[src/design/pps_pkg.sv]
package pps_pkg;

  localparam int TABLE_ENTRIES = 8;
  localparam int ID_BITS       = 16;
  localparam int PRIO_BITS     = 8;

  localparam int SLOT_BITS  = (TABLE_ENTRIES > 1) ? $clog2(TABLE_ENTRIES) : 1;
  localparam int CNT_BITS   = $clog2(TABLE_ENTRIES + 1);
  localparam int ENTRY_BITS = ID_BITS + PRIO_BITS;

  typedef enum logic [1:0] {
    ACT_STOP   = 2'd0,
    ACT_CONT   = 2'd1,
    ACT_REJECT = 2'd2
  } action_e;

  typedef enum logic {
    OP_INSERT = 1'b0,
    OP_REMOVE = 1'b1
  } opcode_e;

  typedef struct packed {
    logic [ID_BITS-1:0]   id;
    logic [PRIO_BITS-1:0] prio;
  } entry_t;

  typedef struct packed {
    logic id_eq;
    logic prio_gt;
  } cmp_res_t;

endpackage

[src/design/pps_ram.sv]
module pps_ram #(
  parameter int WIDTH = 8,
  parameter int DEPTH = 8
) (
  input  logic                     clk_i,
  input  logic                     we_i,
  input  logic [$clog2(DEPTH)-1:0] waddr_i,
  input  logic [WIDTH-1:0]         wdata_i,
  input  logic [$clog2(DEPTH)-1:0] raddr_i,
  output logic [WIDTH-1:0]         rdata_o
);

  logic [WIDTH-1:0] mem_q [DEPTH];
  logic [WIDTH-1:0] rdata_q;

  always_ff @(posedge clk_i) begin
    if (we_i) begin
      mem_q[waddr_i] <= wdata_i;
    end
    rdata_q <= mem_q[raddr_i];
  end

  assign rdata_o = rdata_q;

endmodule

[src/design/pps_cmp.sv]
module pps_cmp (
  input  pps_pkg::entry_t                  a_i,
  input  logic [pps_pkg::ID_BITS-1:0]      key_id_i,
  input  logic [pps_pkg::PRIO_BITS-1:0]    b_prio_i,
  output pps_pkg::cmp_res_t                res_o
);

  // shared between remove match, best-entry scan and preemption check
  assign res_o.id_eq   = (a_i.id == key_id_i);
  assign res_o.prio_gt = (a_i.prio > b_prio_i);

endmodule

[src/design/preemptive_priority_scheduler_core.sv]
// Channel | Direction | Handshake                 | Beat fields
// in      | input     | in_valid_i / in_stall_o   | opcode_i, task_id_i, task_priority_i
// out     | output    | out_valid_o / out_stall_i | action_o, target_id_o, last_of_run_o
//
// One beat at a time; in_stall_o is high from acceptance until the FSM is back in idle.
// Insert: table write (none when full), best-entry scan, decide, then one to three emit beats.
// Remove: match scan, best-entry scan, decide, then emit (at most one beat).
// Both scans go through the registered table read.
// Reset clears the valid bits and the running mark; output stalls stretch the emit phase.
module preemptive_priority_scheduler_core (
  input  logic                             clk_i,
  input  logic                             rst_ni,
  input  logic                             in_valid_i,
  output logic                             in_stall_o,
  input  logic                             opcode_i,
  input  logic [pps_pkg::ID_BITS-1:0]      task_id_i,
  input  logic [pps_pkg::PRIO_BITS-1:0]    task_priority_i,
  output logic                             out_valid_o,
  input  logic                             out_stall_i,
  output logic [1:0]                       action_o,
  output logic [pps_pkg::ID_BITS-1:0]      target_id_o,
  output logic                             last_of_run_o
);

  typedef enum logic [2:0] {
    ST_IDLE,
    ST_INS,
    ST_REM,
    ST_SEL,
    ST_DEC,
    ST_EMIT
  } state_e;

  state_e state_q, state_d;

  logic [pps_pkg::TABLE_ENTRIES-1:0] valid_q, valid_d;
  logic                              run_valid_q, run_valid_d;
  logic [pps_pkg::SLOT_BITS-1:0]     run_slot_q, run_slot_d;

  logic [pps_pkg::ID_BITS-1:0]       id_q, id_d;
  logic [pps_pkg::PRIO_BITS-1:0]     prio_q, prio_d;

  logic [pps_pkg::CNT_BITS-1:0]      cnt_q, cnt_d;
  logic                              chk_vld_q, chk_vld_d;
  logic [pps_pkg::SLOT_BITS-1:0]     chk_slot_q, chk_slot_d;
  logic                              done_q, done_d;

  logic                              found_q, found_d;
  logic [pps_pkg::SLOT_BITS-1:0]     best_slot_q, best_slot_d;
  logic [pps_pkg::ID_BITS-1:0]       best_id_q, best_id_d;
  logic [pps_pkg::PRIO_BITS-1:0]     best_prio_q, best_prio_d;
  logic [pps_pkg::ID_BITS-1:0]       run_id_q, run_id_d;
  logic [pps_pkg::PRIO_BITS-1:0]     run_prio_q, run_prio_d;

  pps_pkg::action_e                  ins_act_q, ins_act_d;
  logic                              e_ins_q, e_ins_d;
  logic                              e_stop_q, e_stop_d;
  logic                              e_cont_q, e_cont_d;

  logic                              out_valid_q, out_valid_d;
  pps_pkg::action_e                  act_q, act_d;
  logic [pps_pkg::ID_BITS-1:0]       tgt_q, tgt_d;
  logic                              last_q, last_d;

  logic                              ram_we;
  logic [pps_pkg::SLOT_BITS-1:0]     ram_waddr;
  pps_pkg::entry_t                   ram_wentry;
  logic [pps_pkg::SLOT_BITS-1:0]     ram_raddr;
  logic [pps_pkg::ENTRY_BITS-1:0]    ram_rdata;
  pps_pkg::entry_t                   rd_entry;

  pps_pkg::entry_t                   cmp_a;
  logic [pps_pkg::PRIO_BITS-1:0]     cmp_b_prio;
  pps_pkg::cmp_res_t                 cmp_res;

  logic                              free_any;
  logic [pps_pkg::SLOT_BITS-1:0]     free_slot;
  logic                              issue;
  logic                              out_free;

  pps_ram #(
    .WIDTH (pps_pkg::ENTRY_BITS),
    .DEPTH (pps_pkg::TABLE_ENTRIES)
  ) u_table (
    .clk_i   (clk_i),
    .we_i    (ram_we),
    .waddr_i (ram_waddr),
    .wdata_i (ram_wentry),
    .raddr_i (ram_raddr),
    .rdata_o (ram_rdata)
  );

  assign rd_entry = pps_pkg::entry_t'(ram_rdata);

  pps_cmp u_cmp (
    .a_i      (cmp_a),
    .key_id_i (id_q),
    .b_prio_i (cmp_b_prio),
    .res_o    (cmp_res)
  );

  always_comb begin
    if (state_q == ST_DEC) begin
      cmp_a.id   = best_id_q;
      cmp_a.prio = best_prio_q;
      cmp_b_prio = run_prio_q;
    end else begin
      cmp_a      = rd_entry;
      cmp_b_prio = best_prio_q;
    end
  end

  // lowest free slot
  always_comb begin
    free_any  = 1'b0;
    free_slot = '0;
    for (int i = pps_pkg::TABLE_ENTRIES - 1; i >= 0; i--) begin
      if (!valid_q[i]) begin
        free_any  = 1'b1;
        free_slot = pps_pkg::SLOT_BITS'(i);
      end
    end
  end

  assign issue     = (cnt_q < pps_pkg::CNT_BITS'(pps_pkg::TABLE_ENTRIES));
  assign ram_raddr = cnt_q[pps_pkg::SLOT_BITS-1:0];
  assign out_free  = !out_valid_q || !out_stall_i;

  always_comb begin
    state_d     = state_q;
    valid_d     = valid_q;
    run_valid_d = run_valid_q;
    run_slot_d  = run_slot_q;
    id_d        = id_q;
    prio_d      = prio_q;
    cnt_d       = cnt_q;
    chk_vld_d   = 1'b0;
    chk_slot_d  = chk_slot_q;
    done_d      = done_q;
    found_d     = found_q;
    best_slot_d = best_slot_q;
    best_id_d   = best_id_q;
    best_prio_d = best_prio_q;
    run_id_d    = run_id_q;
    run_prio_d  = run_prio_q;
    ins_act_d   = ins_act_q;
    e_ins_d     = e_ins_q;
    e_stop_d    = e_stop_q;
    e_cont_d    = e_cont_q;
    out_valid_d = out_valid_q && out_stall_i;
    act_d       = act_q;
    tgt_d       = tgt_q;
    last_d      = last_q;
    ram_we      = 1'b0;
    ram_waddr   = free_slot;
    ram_wentry.id   = id_q;
    ram_wentry.prio = prio_q;

    unique case (state_q)
      ST_IDLE: begin
        if (in_valid_i) begin
          id_d     = task_id_i;
          prio_d   = task_priority_i;
          e_ins_d  = 1'b0;
          e_stop_d = 1'b0;
          e_cont_d = 1'b0;
          cnt_d    = '0;
          done_d   = 1'b0;
          state_d  = (opcode_i == pps_pkg::OP_INSERT) ? ST_INS : ST_REM;
        end
      end

      ST_INS: begin
        e_ins_d = 1'b1;
        if (free_any) begin
          ram_we             = 1'b1;
          valid_d[free_slot] = 1'b1;
          ins_act_d          = pps_pkg::ACT_STOP;
        end else begin
          ins_act_d          = pps_pkg::ACT_REJECT;
        end
        cnt_d   = '0;
        found_d = 1'b0;
        state_d = ST_SEL;
      end

      ST_REM: begin
        if (issue) begin
          cnt_d      = cnt_q + 1'b1;
          chk_vld_d  = 1'b1;
          chk_slot_d = ram_raddr;
        end
        if (chk_vld_q && !done_q && valid_q[chk_slot_q] && cmp_res.id_eq) begin
          valid_d[chk_slot_q] = 1'b0;
          done_d              = 1'b1;
          if (run_valid_q && run_slot_q == chk_slot_q) begin
            run_valid_d = 1'b0;
          end
        end
        if (!issue && !chk_vld_q) begin
          cnt_d   = '0;
          found_d = 1'b0;
          state_d = ST_SEL;
        end
      end

      ST_SEL: begin
        if (issue) begin
          cnt_d      = cnt_q + 1'b1;
          chk_vld_d  = 1'b1;
          chk_slot_d = ram_raddr;
        end
        if (chk_vld_q && valid_q[chk_slot_q]) begin
          if (!found_q || cmp_res.prio_gt) begin
            found_d     = 1'b1;
            best_slot_d = chk_slot_q;
            best_id_d   = rd_entry.id;
            best_prio_d = rd_entry.prio;
          end
          if (run_valid_q && run_slot_q == chk_slot_q) begin
            run_id_d   = rd_entry.id;
            run_prio_d = rd_entry.prio;
          end
        end
        if (!issue && !chk_vld_q) begin
          state_d = ST_DEC;
        end
      end

      ST_DEC: begin
        if (found_q) begin
          if (!run_valid_q) begin
            run_valid_d = 1'b1;
            run_slot_d  = best_slot_q;
            e_cont_d    = 1'b1;
          end else if (cmp_res.prio_gt) begin
            run_slot_d = best_slot_q;
            e_stop_d   = 1'b1;
            e_cont_d   = 1'b1;
          end
        end
        state_d = ST_EMIT;
      end

      ST_EMIT: begin
        // results go out in order: insert outcome, stop old task, continue new task
        priority if (!e_ins_q && !e_stop_q && !e_cont_q) begin
          state_d = ST_IDLE;
        end else if (out_free) begin
          out_valid_d = 1'b1;
          priority if (e_ins_q) begin
            act_d   = ins_act_q;
            tgt_d   = id_q;
            last_d  = !e_stop_q && !e_cont_q;
            e_ins_d = 1'b0;
            if (!e_stop_q && !e_cont_q) begin
              state_d = ST_IDLE;
            end
          end else if (e_stop_q) begin
            act_d    = pps_pkg::ACT_STOP;
            tgt_d    = run_id_q;
            last_d   = !e_cont_q;
            e_stop_d = 1'b0;
            if (!e_cont_q) begin
              state_d = ST_IDLE;
            end
          end else begin
            act_d    = pps_pkg::ACT_CONT;
            tgt_d    = best_id_q;
            last_d   = 1'b1;
            e_cont_d = 1'b0;
            state_d  = ST_IDLE;
          end
        end
      end

      default: begin
        state_d = ST_IDLE;
      end
    endcase
  end

  always_ff @(posedge clk_i or negedge rst_ni) begin
    if (!rst_ni) begin
      state_q     <= ST_IDLE;
      valid_q     <= '0;
      run_valid_q <= 1'b0;
      run_slot_q  <= '0;
      chk_vld_q   <= 1'b0;
      cnt_q       <= '0;
      done_q      <= 1'b0;
      found_q     <= 1'b0;
      e_ins_q     <= 1'b0;
      e_stop_q    <= 1'b0;
      e_cont_q    <= 1'b0;
      out_valid_q <= 1'b0;
      id_q        <= '0;
      prio_q      <= '0;
      chk_slot_q  <= '0;
      best_slot_q <= '0;
      best_id_q   <= '0;
      best_prio_q <= '0;
      run_id_q    <= '0;
      run_prio_q  <= '0;
      ins_act_q   <= pps_pkg::ACT_STOP;
      act_q       <= pps_pkg::ACT_STOP;
      tgt_q       <= '0;
      last_q      <= 1'b0;
    end else begin
      state_q     <= state_d;
      valid_q     <= valid_d;
      run_valid_q <= run_valid_d;
      run_slot_q  <= run_slot_d;
      chk_vld_q   <= chk_vld_d;
      cnt_q       <= cnt_d;
      done_q      <= done_d;
      found_q     <= found_d;
      e_ins_q     <= e_ins_d;
      e_stop_q    <= e_stop_d;
      e_cont_q    <= e_cont_d;
      out_valid_q <= out_valid_d;
      id_q        <= id_d;
      prio_q      <= prio_d;
      chk_slot_q  <= chk_slot_d;
      best_slot_q <= best_slot_d;
      best_id_q   <= best_id_d;
      best_prio_q <= best_prio_d;
      run_id_q    <= run_id_d;
      run_prio_q  <= run_prio_d;
      ins_act_q   <= ins_act_d;
      act_q       <= act_d;
      tgt_q       <= tgt_d;
      last_q      <= last_d;
    end
  end

  assign in_stall_o    = (state_q != ST_IDLE);
  assign out_valid_o   = out_valid_q;
  assign action_o      = act_q;
  assign target_id_o   = tgt_q;
  assign last_of_run_o = last_q;

endmodule

[config.mk]
export PLATFORM = sky130hd
export DESIGN_NAME = preemptive_priority_scheduler_core
export DESIGN_NICKNAME = d
export VERILOG_FILES = /design/src/design/pps_pkg.sv /design/src/design/pps_ram.sv /design/src/design/pps_cmp.sv /design/src/design/preemptive_priority_scheduler_core.sv
export SDC_FILE = /design/constraint.sdc
export NUM_CORES = 1
export LEC_CHECK = 0
export ABC_AREA = 1
export ABC_CLOCK_PERIOD_IN_PS = 10350
export BUFFER_PORTS_ARGS = -buffer_cell sky130_fd_sc_hd__buf_2
export CELL_PAD_IN_SITES_DETAIL_PLACEMENT = 0
export CELL_PAD_IN_SITES_GLOBAL_PLACEMENT = 2
export CORE_AREA = 2 2 222 224
export CTS_CLUSTER_DIAMETER = 80
export DETAILED_ROUTE_END_ITERATION = 16
export DIE_AREA = 0 0 224 226
export PLACE_DENSITY = 0.66
export SLEW_MARGIN = 5
export SYNTH_ARGS = -nofsm -noshare
export SYNTH_HDL_FRONTEND = slang
export SYNTH_SLANG_ARGS = --single-unit
[constraint.sdc]
create_clock -name clk_i -period 10.35 [get_ports clk_i]
set_input_delay 0.5175 -clock clk_i [delete_from_list [all_inputs] [get_ports clk_i]]
set_output_delay 0.5175 -clock clk_i [all_outputs]
set_load 0.02 [all_outputs]
* Yosys cells after proc, flatten, opt, wreduce, memory -nomap -nowiden
Memories as Yosys holds them, arrays and structs flattened. A register that Yosys moved wholly into a read port is not among the register bits. Index checks and enable logic that the tools add are counted.
Storage, ports and cells: memories 1, input bits 29, latch bits 0, ROM bits 0, RAM bits 192, register bits 125
Operators by class: reduce and logical (&&, ||, !) cells 48, bitwise logic cells 4, div/mod/pow operators 0, shift operators 0, $lt $le $gt $ge 6, multiply operators 0, mux-type cells 88, equal/unequal tests 27, add/sub/neg operators 1
Memories:
- u_table.mem_q | words 8, width 24, rd ports 1, clocked after memory_dff 1, write ports 1, RTL line pps_ram.sv:13 | logic [WIDTH-1:0] mem_q [DEPTH];
Operators by type and width (number):
- 3-bit 2-to-1 mux | 19
- 1-bit 2-to-1 mux | 45
- 16-bit 2-to-1 mux | 2
- 2-bit != test, second input constant | 15
- 24-bit 2-to-1 mux | 1
- 8-bit 2-to-1 mux | 3
- 3-bit one-hot mux with 6 select lines | 1
- 3-bit AND reduction | 6
- 16-bit == test | 1
- 4-bit one-hot mux with 4 select lines | 1
- 8-bit one-hot mux with 2 select lines | 1
- 8-bit AND reduction | 2
- 1-bit logical AND | 12
- 4-bit 2-to-1 mux | 3
- 1-bit one-hot mux with 3 select lines | 4
- 4-bit AND reduction | 3
- 3-bit nonzero test | 4
- 1-bit logical NOT | 9
- 8-bit bitwise AND | 1
- 8-bit greater-than comparator | 1
- 3-bit by 4-bit < comparator with 1-bit output, second input constant | 2
- 8-bit NOT | 1
- 8-bit bitwise OR | 1
- 1-bit demux with 3-bit select | 2
- other kinds (22) | 34

* Depth between registers and ports, before layout
Gate-level depths: netlist of the first run.
depth after elaboration 15, mapped depth 19, mapped depth without buffers 18

* Hierarchy
Synthesis of the first run repeated with hierarchy kept, for this count alone.
Unflattened totals: cells, all modules 1785, area, all modules 15523.6 um^2
By module, submodules not included:
- pps_ram | times used 1, area an instance 8906.0 um^2, cells each 872
- preemptive_priority_scheduler_core | times used 1, area an instance 6143.4 um^2, cells each 821
- pps_cmp | times used 1, area an instance 474.2 um^2, cells each 92

* Worst setup path before layout of the first run
Ideal clock, no wire load.
kind register to register, start register state_q[0], end memory u_table.mem_q[3][0] (netlist name), enable pin, arrival time 3.499 ns, stages on the path, launching flop included 9, library setup time 0.466 ns, path slack 6.385 ns, path through dfrtp_1 > inv_1 > nor2_1 > inv_1 > nor2_1 > inv_1 > a21oi_1 > inv_1 > nor4_1
Between the ends: cells in the longest elaborated chain, start to end 4
RTL lines:
- start, declared | RTL line preemptive_priority_scheduler_core.sv:34 | state_e state_q, state_d;
- start signal, assigned | RTL line preemptive_priority_scheduler_core.sv:310 | state_q <= state_d;
- 3-bit by 1-bit == test with 1-bit output | RTL line preemptive_priority_scheduler_core.sv:159 | unique case (state_q)
- 1-bit 2-to-1 mux | RTL line preemptive_priority_scheduler_core.sv:159
- 1-bit 2-to-1 mux | RTL line pps_ram.sv:17 | if (we_i) begin
- 1-bit 2-to-1 mux (not written as such) | RTL line pps_ram.sv:18 | mem_q[waddr_i] <= wdata_i;
- end, declared | RTL line pps_ram.sv:13
Every way passes these cells.

* Worst setup path in the final report of the first run
start register state_q[0], end register best_prio_q[7] (netlist name)
Between the ends: cells in the longest elaborated chain, start to end 5
RTL lines:
- 3-bit == test | RTL line preemptive_priority_scheduler_core.sv:103 | if (state_q == ST_DEC) begin
- 24-bit 2-to-1 mux / 8-bit 2-to-1 mux (equally long branches) | RTL line preemptive_priority_scheduler_core.sv:103
- 8-bit greater-than comparator | RTL line pps_cmp.sv:10 | assign res_o.prio_gt = (a_i.prio > b_prio_i);
- 1-bit logical OR | RTL line preemptive_priority_scheduler_core.sv:214 | if (!found_q || cmp_res.prio_gt) begin
- 3-bit AND reduction (no line) (*)
- end signal, assigned | RTL line preemptive_priority_scheduler_core.sv:327 | best_prio_q <= best_prio_d;
- end, declared | RTL line preemptive_priority_scheduler_core.sv:51 | logic [pps_pkg::PRIO_BITS-1:0] best_prio_q, best_prio_d;
Every way passes the cells marked *; elsewhere a longest branch is shown, timed or not. A chain may end at the register's enable or synchronous reset.

==> results of run 1 <==
## cell families after synthesis
family / count (synthesis) / share of synthesized area (%)
AOI/OAI and AO/OA: 305 / 11.9
xor gates and xnor gates: 2 / 0.122
adders and majority gates: 9 / 0.785
buffers and inverters: 172 / 5.05
DFF: 340 / 65.2
and+or+nand+nor: 605 / 17.0
## layer usage
metal  routed length (microns)  up-vias
li1                          -     4982
met1                     19600     4810
met2                     17100      173
met3                      1360       55
met4                       900        0
met5                         0        -
## synth_stat cells, drive strengths merged (9+ instances only)
library cell,number
nand3,69
clkbuf,49
o22ai,25
ha,9
nand2,293
inv,93
a31oi,31
o21ai,203
a21oi,16
dfxtp,24
edfxtp,192
buf,28
nor2,227
dfrtp,124
## final cells by class
| class | instances | area [sq um] | share of cell area (%) |
|---|---|---|---|
| clock inverters | 27 | 231 | 1.40 |
| clock buffers | 47 | 1080 | 6.53 |
| multi-input cells | 921 | 4310 | 26.1 |
| well taps | 622 | 778 | 4.71 |
| flip-flops and latches | 340 | 9350 | 56.6 |
| inverters | 95 | 359 | 2.17 |
| repair buffers | 71 | 419 | 2.54 |
## worst max path at each step
| stage | slack [ns] | endpoint | depth (start not counted) | startpoint |
|---|---|---|---|---|
| 2_1_floorplan | 6.38 | u_table.mem_q[3][0] | 8 | state_q[0] |
| 3_3_place_gp | 6.67 | best_slot_q[0] | 16 | state_q[0] |
| 3_5_place_dp | 6.56 | best_prio_q[7] | 16 | state_q[0] |
| 4_1_cts | 6.56 | best_slot_q[2] | 16 | state_q[0] |
| 5_1_grt | 6.13 | best_slot_q[1] | 16 | state_q[0] |
| 6_report | 6.63 | best_prio_q[7] | 16 | state_q[0] |
## sequential cells by signal, indices dropped and copies added, names as in the netlist, 2 cells and up
register         flops
run_id_q            16
action_o             2
run_slot_q           3
valid_q              8
u_table.rdata_o     24
prio_q               8
chk_slot_q           3
run_prio_q           8
u_table.mem_q      192
best_id_q           16
target_id_o         16
best_prio_q          8
cnt_q                4
id_q                16
state_q              3
best_slot_q          3
## metrics by stage
step	instances	cell area, sq um	hold WS, ns	power [mW]
floorplan	1433	14300	0.222	3.02
global placement	2048	15200	0.453	3.57
detailed placement	2048	15200	0.458	3.58
CTS	2123	16500	0.120	4.99
global route	2123	16500	0.142	5.28
finish	2123	16500	0.154	4.93
## report_power, final
part           switching (mW)  internal, mW  leakage, nW
clock                   0.587         0.807        0.650
combinational            1.01         0.448         2.46
sequential              0.294          1.78         3.52
## worst register-to-register path, stage by stage (launching register included)
cell	delay [ns]
dfrtp_1	0.40
nor2_2	0.05
buf_4	0.20
nand2_2	0.74
inv_1	0.36
nand2_1	0.13
nand2_1	0.06
ha_1	0.17
inv_1	0.05
a21oi_1	0.05
o21ai_0	0.15
nand2_1	0.07
nand2_1	0.06
nand2_1	0.11
nand2_1	0.15
nand3_4	0.48
o21ai_0	0.40
==> reports/qor.yml, run 1 <==
grt:
  antenna_found_initial: 0
  track_usage_pct: 15.8
  grtUsageMet3_pct: 2.45
  grt_max_degree: 68
  globalRouteOverflowTotal: 0
  busiest_layer: "met2"
  grt_pass1_wl_microns: 60600
  use_met1_pct: 22.7
  grt_pass1_vias: 9785
  grtUsageMet2_pct: 24.4
setup_path:
  setup.worst_path.class: "flip-flop to flip-flop"
  crit_path_start_kind: "flip-flop"
  path_max_fanout: 59
  worstPathRequired_ns: 10.82
  crit_chain: "nor2_2 -> buf_4 -> nand2_2 -> inv_1 -> nand2_1 -> nand2_1 -> ha_1 -> inv_1 -> a21oi_1 -> o21ai_0 -> nand2_1 -> nand2_1 -> nand2_1 -> nand2_1 -> nand3_4 -> o21ai_0"
  arrival_ns: 4.19
  r2r-end: "best_prio_q[7]"
  r2r_slack_ns: 6.63
  cp_common_cell: "nand2_1"
  cp-end-kind: "flip-flop"
  slowest_stage: "nand2_2"
  max_stage_delay_ns: 0.73
  ff2ff_path_depth: 16
  r2r-start: "state_q[0]"
  critical_path.top_delay_family: "simple AND/OR/NAND/NOR gates"
  timing.critical_path.buf_inv: 3
clock_network:
  cts_tree: "built"
  root_buffer: "clkbuf_16"
  cts_sinks: 340
  ctsResizeCount: 0
  numCtsBuffers: 40
  cts_buffer_depth: 3
  cts_max_level: 2
  clk_pin_slew_ns: 0.06
  clock_latency_ns: 0.57
  hold_buffers: 1
  cts_setup_buffers: 0
sta:
  final_max_slew_viol_count: 0
  period_share_pct: 35.9
  hold_viol: 0
  tightest_slew_ns: 1.08
  finalWorstSetupSlack_ns: 6.63
  rsz0062_at_grt: "false"
  maxSlewHeadroom_pct: 28.0
  skew_ns: 0.0273
  setup_violations: 0
  fmax_mhz: 269
  period_minus_slack_ns: 3.72
  setup_tns_ns: 0
hold_path:
  hold_path_class: "input pin to flip-flop"
  min_from: "task_priority_i[0]"
  min_to: "prio_q[0]"
  hold_depth: 3
yosys:
  ys.warnings.count: 0
  yosysTopAreaCell: "edfxtp_1"
  synth_top_area_share_pct: 40.2
  synth-main-ff-cell: "edfxtp_1"
  synth_edf_count: 192
  syn_avg_cell_area_sq_um: 10.0
  netlist_top_cells_area: "edfxtp_1, dfrtp_1, nand2_1"
  synth.net_count: 1471
  syn_inst: 1433
  syn_area_sq_um: 14300
  ys_seq_area_share_pct: 65.2
  synth_seq_cells: 340
  ys_types: 44
  ys_async_sr_fraction_pct: 36.5
route:
  ant_nets: 0
  drc: 0
  vias: 10020
  drt_iter0_markers: 749
  wl_microns: 39000
  drt_first_pass_iters: 4
  viasPerCell: 4.72
  wl_per_cell_microns: 18.4
final_layout:
  final_cell_mix: "nand2_1, nor2_1, edfxtp_1"
  fin_util_pct: 34.2
  layout_commonest_cell: "nand2_1"
  diodes: 0
  fillCellCount: 4845
  layout.nets: 1507
  syn2layout_area_growth_pct: 15.2
  layout-drive-gt1-share_pct: 10.8
outcome:
  outcome: "complete, no violations"
placed_design:
  dp_slack_ns: 6.56
  place.gp.congestion: 0.790
  detailed_place_hpwl_microns: 24000
  io_buffers: 49
floorplan:
  core_sq_um: 48300
  ios: 50
  dieHeight_microns: 226
  initial_core_util_pct: 29.7
  die_x_microns: 224
  die-area_sq_um: 50600
  rows: 81
job:
  drv_cap: 0
power_and_ir_drop:
  max-vdd-ir-drop_mv: 0.0978
  powerDensity_nw_per_um2: 298
  leakagePower_nw: 6.63
Note: power is estimated with default switching activity, not from simulation.
==> run 2: changes to the inputs <==
--- a/config.mk
+++ b/config.mk
@@ -5,16 +5,16 @@
 export SDC_FILE = /design/constraint.sdc
 export NUM_CORES = 1
 export LEC_CHECK = 0
-export ABC_AREA = 1
-export ABC_CLOCK_PERIOD_IN_PS = 10350
+export ABC_AREA = 0
+export ABC_CLOCK_PERIOD_IN_PS = 3300
 export BUFFER_PORTS_ARGS = -buffer_cell sky130_fd_sc_hd__buf_2
 export CELL_PAD_IN_SITES_DETAIL_PLACEMENT = 0
 export CELL_PAD_IN_SITES_GLOBAL_PLACEMENT = 2
-export CORE_AREA = 2 2 222 224
+export CORE_AREA = 2 2 219 221
 export CTS_CLUSTER_DIAMETER = 80
 export DETAILED_ROUTE_END_ITERATION = 16
-export DIE_AREA = 0 0 224 226
-export PLACE_DENSITY = 0.66
+export DIE_AREA = 0 0 221 223
+export PLACE_DENSITY = 0.62
 export SLEW_MARGIN = 5
 export SYNTH_ARGS = -nofsm -noshare
 export SYNTH_HDL_FRONTEND = slang
==> constraint.sdc (replaced) <==
create_clock -name clk_i -period 3.3 [get_ports clk_i]
set_input_delay 0.165 -clock clk_i [delete_from_list [all_inputs] [get_ports clk_i]]
set_output_delay 0.165 -clock clk_i [all_outputs]
set_load 0.02 [all_outputs]
==> run 2 against run 1 <==
Net effect: area after synthesis fell by 3.2%; synthesized cell count decreased by 38%; critical path depth is 6 lower; routed wire length is 15% lower; maximum frequency rose by 29%.
==> reports/qor.yml, run 2 <==
route:
  viasPerCell: 4.70  # was 4.72
  drc: 0  # unchanged
  wl_microns: 33300  # was 39000 microns
  drt_first_pass_iters: 4  # unchanged
  drt_iter0_markers: 334  # was 749
  ant_nets: 0  # unchanged
  wl_per_cell_microns: 20.3  # was 18.4 microns
  vias: 7706  # was 10020
yosys:
  synth.most_common_cell: "edfxtp_1"  # was nand2_1
  syn_inst: 893  # was 1433
  synth.net_count: 931  # was 1471
  synth_top_area_share_pct: 41.5  # was 40.2%
  synth_edf_count: 192  # unchanged
  synth-main-ff-cell: "edfxtp_1"  # unchanged
  ys_types: 57  # was 44
  ys_seq_area_share_pct: 67.3  # was 65.2%
  syn_area_sq_um: 13900  # was 14300 sq um
  netlist_top_cells_area: "edfxtp_1, dfrtp_1, mux4_2"  # was edfxtp_1, dfrtp_1, nand2_1
  synth_seq_cells: 340  # unchanged
  ys_async_sr_fraction_pct: 36.5  # unchanged
  ys.warnings.count: 0  # unchanged
  yosysTopAreaCell: "edfxtp_1"  # unchanged
  synth_commonest_cells: "edfxtp_1, dfrtp_1, nand2_1"  # was nand2_1, nor2_1, edfxtp_1
  syn_avg_cell_area_sq_um: 15.6  # was 10.0 sq um
power_and_ir_drop:
  powerDensity_nw_per_um2: 932  # was 298 nW/um^2
  max-vdd-ir-drop_mv: 0.394  # was 0.0978 mV
  finalPower_mw: 15.4  # was 4.93 mW
  leakagePower_nw: 6.23  # was 6.63 nW
final_layout:
  layout-drive-gt1-share_pct: 27.6  # was 10.8%
  final_cell_mix: "edfxtp_1, dfrtp_1, nand2_1"  # was nand2_1, nor2_1, edfxtp_1
  syn2layout_area_growth_pct: 19.3  # was 15.2%
  layout.nets: 1032  # was 1507
  largest_reg_flops: 192  # unchanged
  top_register: "u_table.mem_q"  # unchanged
  layout_commonest_cell: "edfxtp_1"  # was nand2_1
floorplan:
  core_sq_um: 47100  # was 48300 sq um
  dieHeight_microns: 223  # was 226 microns
  die_x_microns: 221  # was 224 microns
  die-area_sq_um: 49300  # was 50600 sq um
  ios: 50  # unchanged
  initial_core_util_pct: 29.5  # was 29.7%
  rows: 80  # was 81
sta:
  maxSlewHeadroom_pct: 37.3  # was 28.0%
  fmax_mhz: 347  # was 269 MHz
  hold_viol: 0  # unchanged
  skew_ns: 0.0169  # was 0.0273 ns
  setup_violations: 0  # unchanged
  tightest_slew_ns: 0.941  # was 1.08 ns
  period_share_pct: 87.3  # was 35.9%
  finalWorstSetupSlack_ns: 0.419  # was 6.63 ns
  final_max_slew_viol_count: 0  # unchanged
  period_minus_slack_ns: 2.88  # was 3.72 ns
  rsz0062_at_grt: "false"  # unchanged
  setup_tns_ns: 0  # unchanged
clock_network:
  ctsResizeCount: 0  # unchanged
  clk_pin_slew_ns: 0.06  # about the same
  cts_sinks: 340  # unchanged
  clock_latency_ns: 0.53  # was 0.57 ns
  cts_buffer_depth: 3  # unchanged
  numCtsBuffers: 38  # was 40
  cts_tree: "built"  # unchanged
  root_buffer: "clkbuf_16"  # unchanged
  cts_max_level: 2  # unchanged
setup_path:
  arrival_ns: 3.29  # was 4.19 ns
  r2r_slack_ns: 0.42  # was 6.63 ns
  r2r-start: "state_q[0]"  # unchanged
  cp-end-kind: "flip-flop"  # unchanged
  crit_path_start_kind: "flip-flop"  # unchanged
  r2r-end: "best_id_q[5]"  # was best_prio_q[7]
  ff2ff_path_depth: 10  # was 16
  path_max_fanout: 26  # was 59
  setup.worst_path.class: "flip-flop to flip-flop"  # unchanged
  setup.worst_path.end: "best_id_q[5]"  # was best_prio_q[7]
  setup.worst_path.start: "state_q[0]"  # unchanged
  worstPathRequired_ns: 3.71  # was 10.82 ns
grt:
  track_usage_pct: 13.7  # was 15.8%
  grt_pass1_vias: 8307  # was 9785
  globalRouteOverflowTotal: 0  # unchanged
  antenna_found_initial: 0  # unchanged
  grt_pass1_wl_microns: 51400  # was 60600 microns
  grt_max_degree: 93  # was 68
placed_design:
  io_buffers: 49  # unchanged
  place.gp.congestion: 0.714  # was 0.790
  detailed_place_hpwl_microns: 19800  # was 24000 microns
  dp_slack_ns: 0.401  # was 6.56 ns
job:
  drv_cap: 0  # unchanged
outcome:
  outcome: "complete, no violations"  # unchanged
hold_path:
  hold_path_class: "input pin to flip-flop"  # unchanged
## run 2: cell types whose count changed after synthesis, moves of 20 or more
cell      delta
nand3_1     -57
mux4_2      +50
inv_1       -75
nor2_1     -179
a31oi_1     -30
o21ai_1     -26
clkbuf_1    -21
mux2_2      +79
o22ai_1     -21
o21ai_0    -140
nand2_1    -212
mux2_1      +20
mux2i_1     +28
## run 2: stage by stage
step	hold WS (ns)	instance area (sq um)	instances	util [%]
2_1_floorplan	-0.131	13900	893	-
3_3_place_gp	0.346	15000	1542	31.9
3_5_place_dp	0.333	15000	1542	31.9
4_1_cts	0.151	16600	1639	35.1
5_1_grt	0.218	16600	1639	35.1
6_report	0.166	16600	1640	35.1
## run 2: final cells by class
class / count / area, sq um
Fill cell: 4490 / 30600
Sequential cell: 340 / 9360
Multi-Input combinational cell: 488 / 4300
Clock buffer: 55 / 1100
Timing Repair Buffer: 110 / 827
Tap cell: 615 / 769
Clock inverter: 15 / 153
Inverter: 16 / 60.1
Antenna cell: 1 / 2.50
## run 2: worst min-delay path by stage
| stage | from | endpoint | slack [ns] | cells after the start |
|---|---|---|---|---|
| 3_3_place_gp | rst_ni | id_q[10] | 0.35 | 1 |
| 2_1_floorplan | rst_ni | action_o[0] | -0.13 | 0 |
| 5_1_grt | in_valid_i | state_q[1] | 0.22 | 4 |
| 4_1_cts | in_valid_i | cnt_q[3] | 0.15 | 4 |
| 3_5_place_dp | rst_ni | id_q[7] | 0.33 | 1 |
| 6_report | in_valid_i | cnt_q[3] | 0.17 | 4 |
## run 2: critical path: stages, from the launching register on
cell      delay (ns)
dfrtp_1         0.42
or3b_4          0.51
buf_4           0.23
mux2i_1         0.14
ha_1            0.21
o22ai_1         0.11
o21bai_1        0.08
a22o_1          0.27
a21oi_4         0.21
buf_12          0.22
mux2_2          0.36
## run 2: timing repair
| action | CTS | global route |
|---|---|---|
| hold endpoints to repair | 115 | 0 |
| hold buffers | 27 | 0 |
| setup buffers | 0 | 0 |
## run 2: metal layers
layer	wire [microns]	vias to the layer above	track usage [%]
li1	-	3556	-
met4	773	0	4.05
met1	15000	3978	17.9
met5	0	-	0
met3	1080	48	2.07
met2	16500	124	23.7
## run 2: kinds of logic after synthesis
logic type                 count (synthesis)  synth area share (%)
muxes                                    177                  18.2
and+or+nand+nor                          178                  5.79
AOI/OAI and AO/OA                        105                  4.72
adders and majority gates                 11                 0.955
DFF                                      340                  67.3
buffers and inverters                     65                  1.99
xor gates and xnor gates                  17                  1.07
## run 2: power by group
group | switching, mW | total [mW] | internal [mW] | leakage (nW)
combinational | 1.99 | 4.12 | 2.13 | 2.17
sequential | 1.29 | 7.10 | 5.81 | 3.46
clock | 1.67 | 4.22 | 2.55 | 0.604
total | 4.94 | 15.4 | 10.5 | 6.23
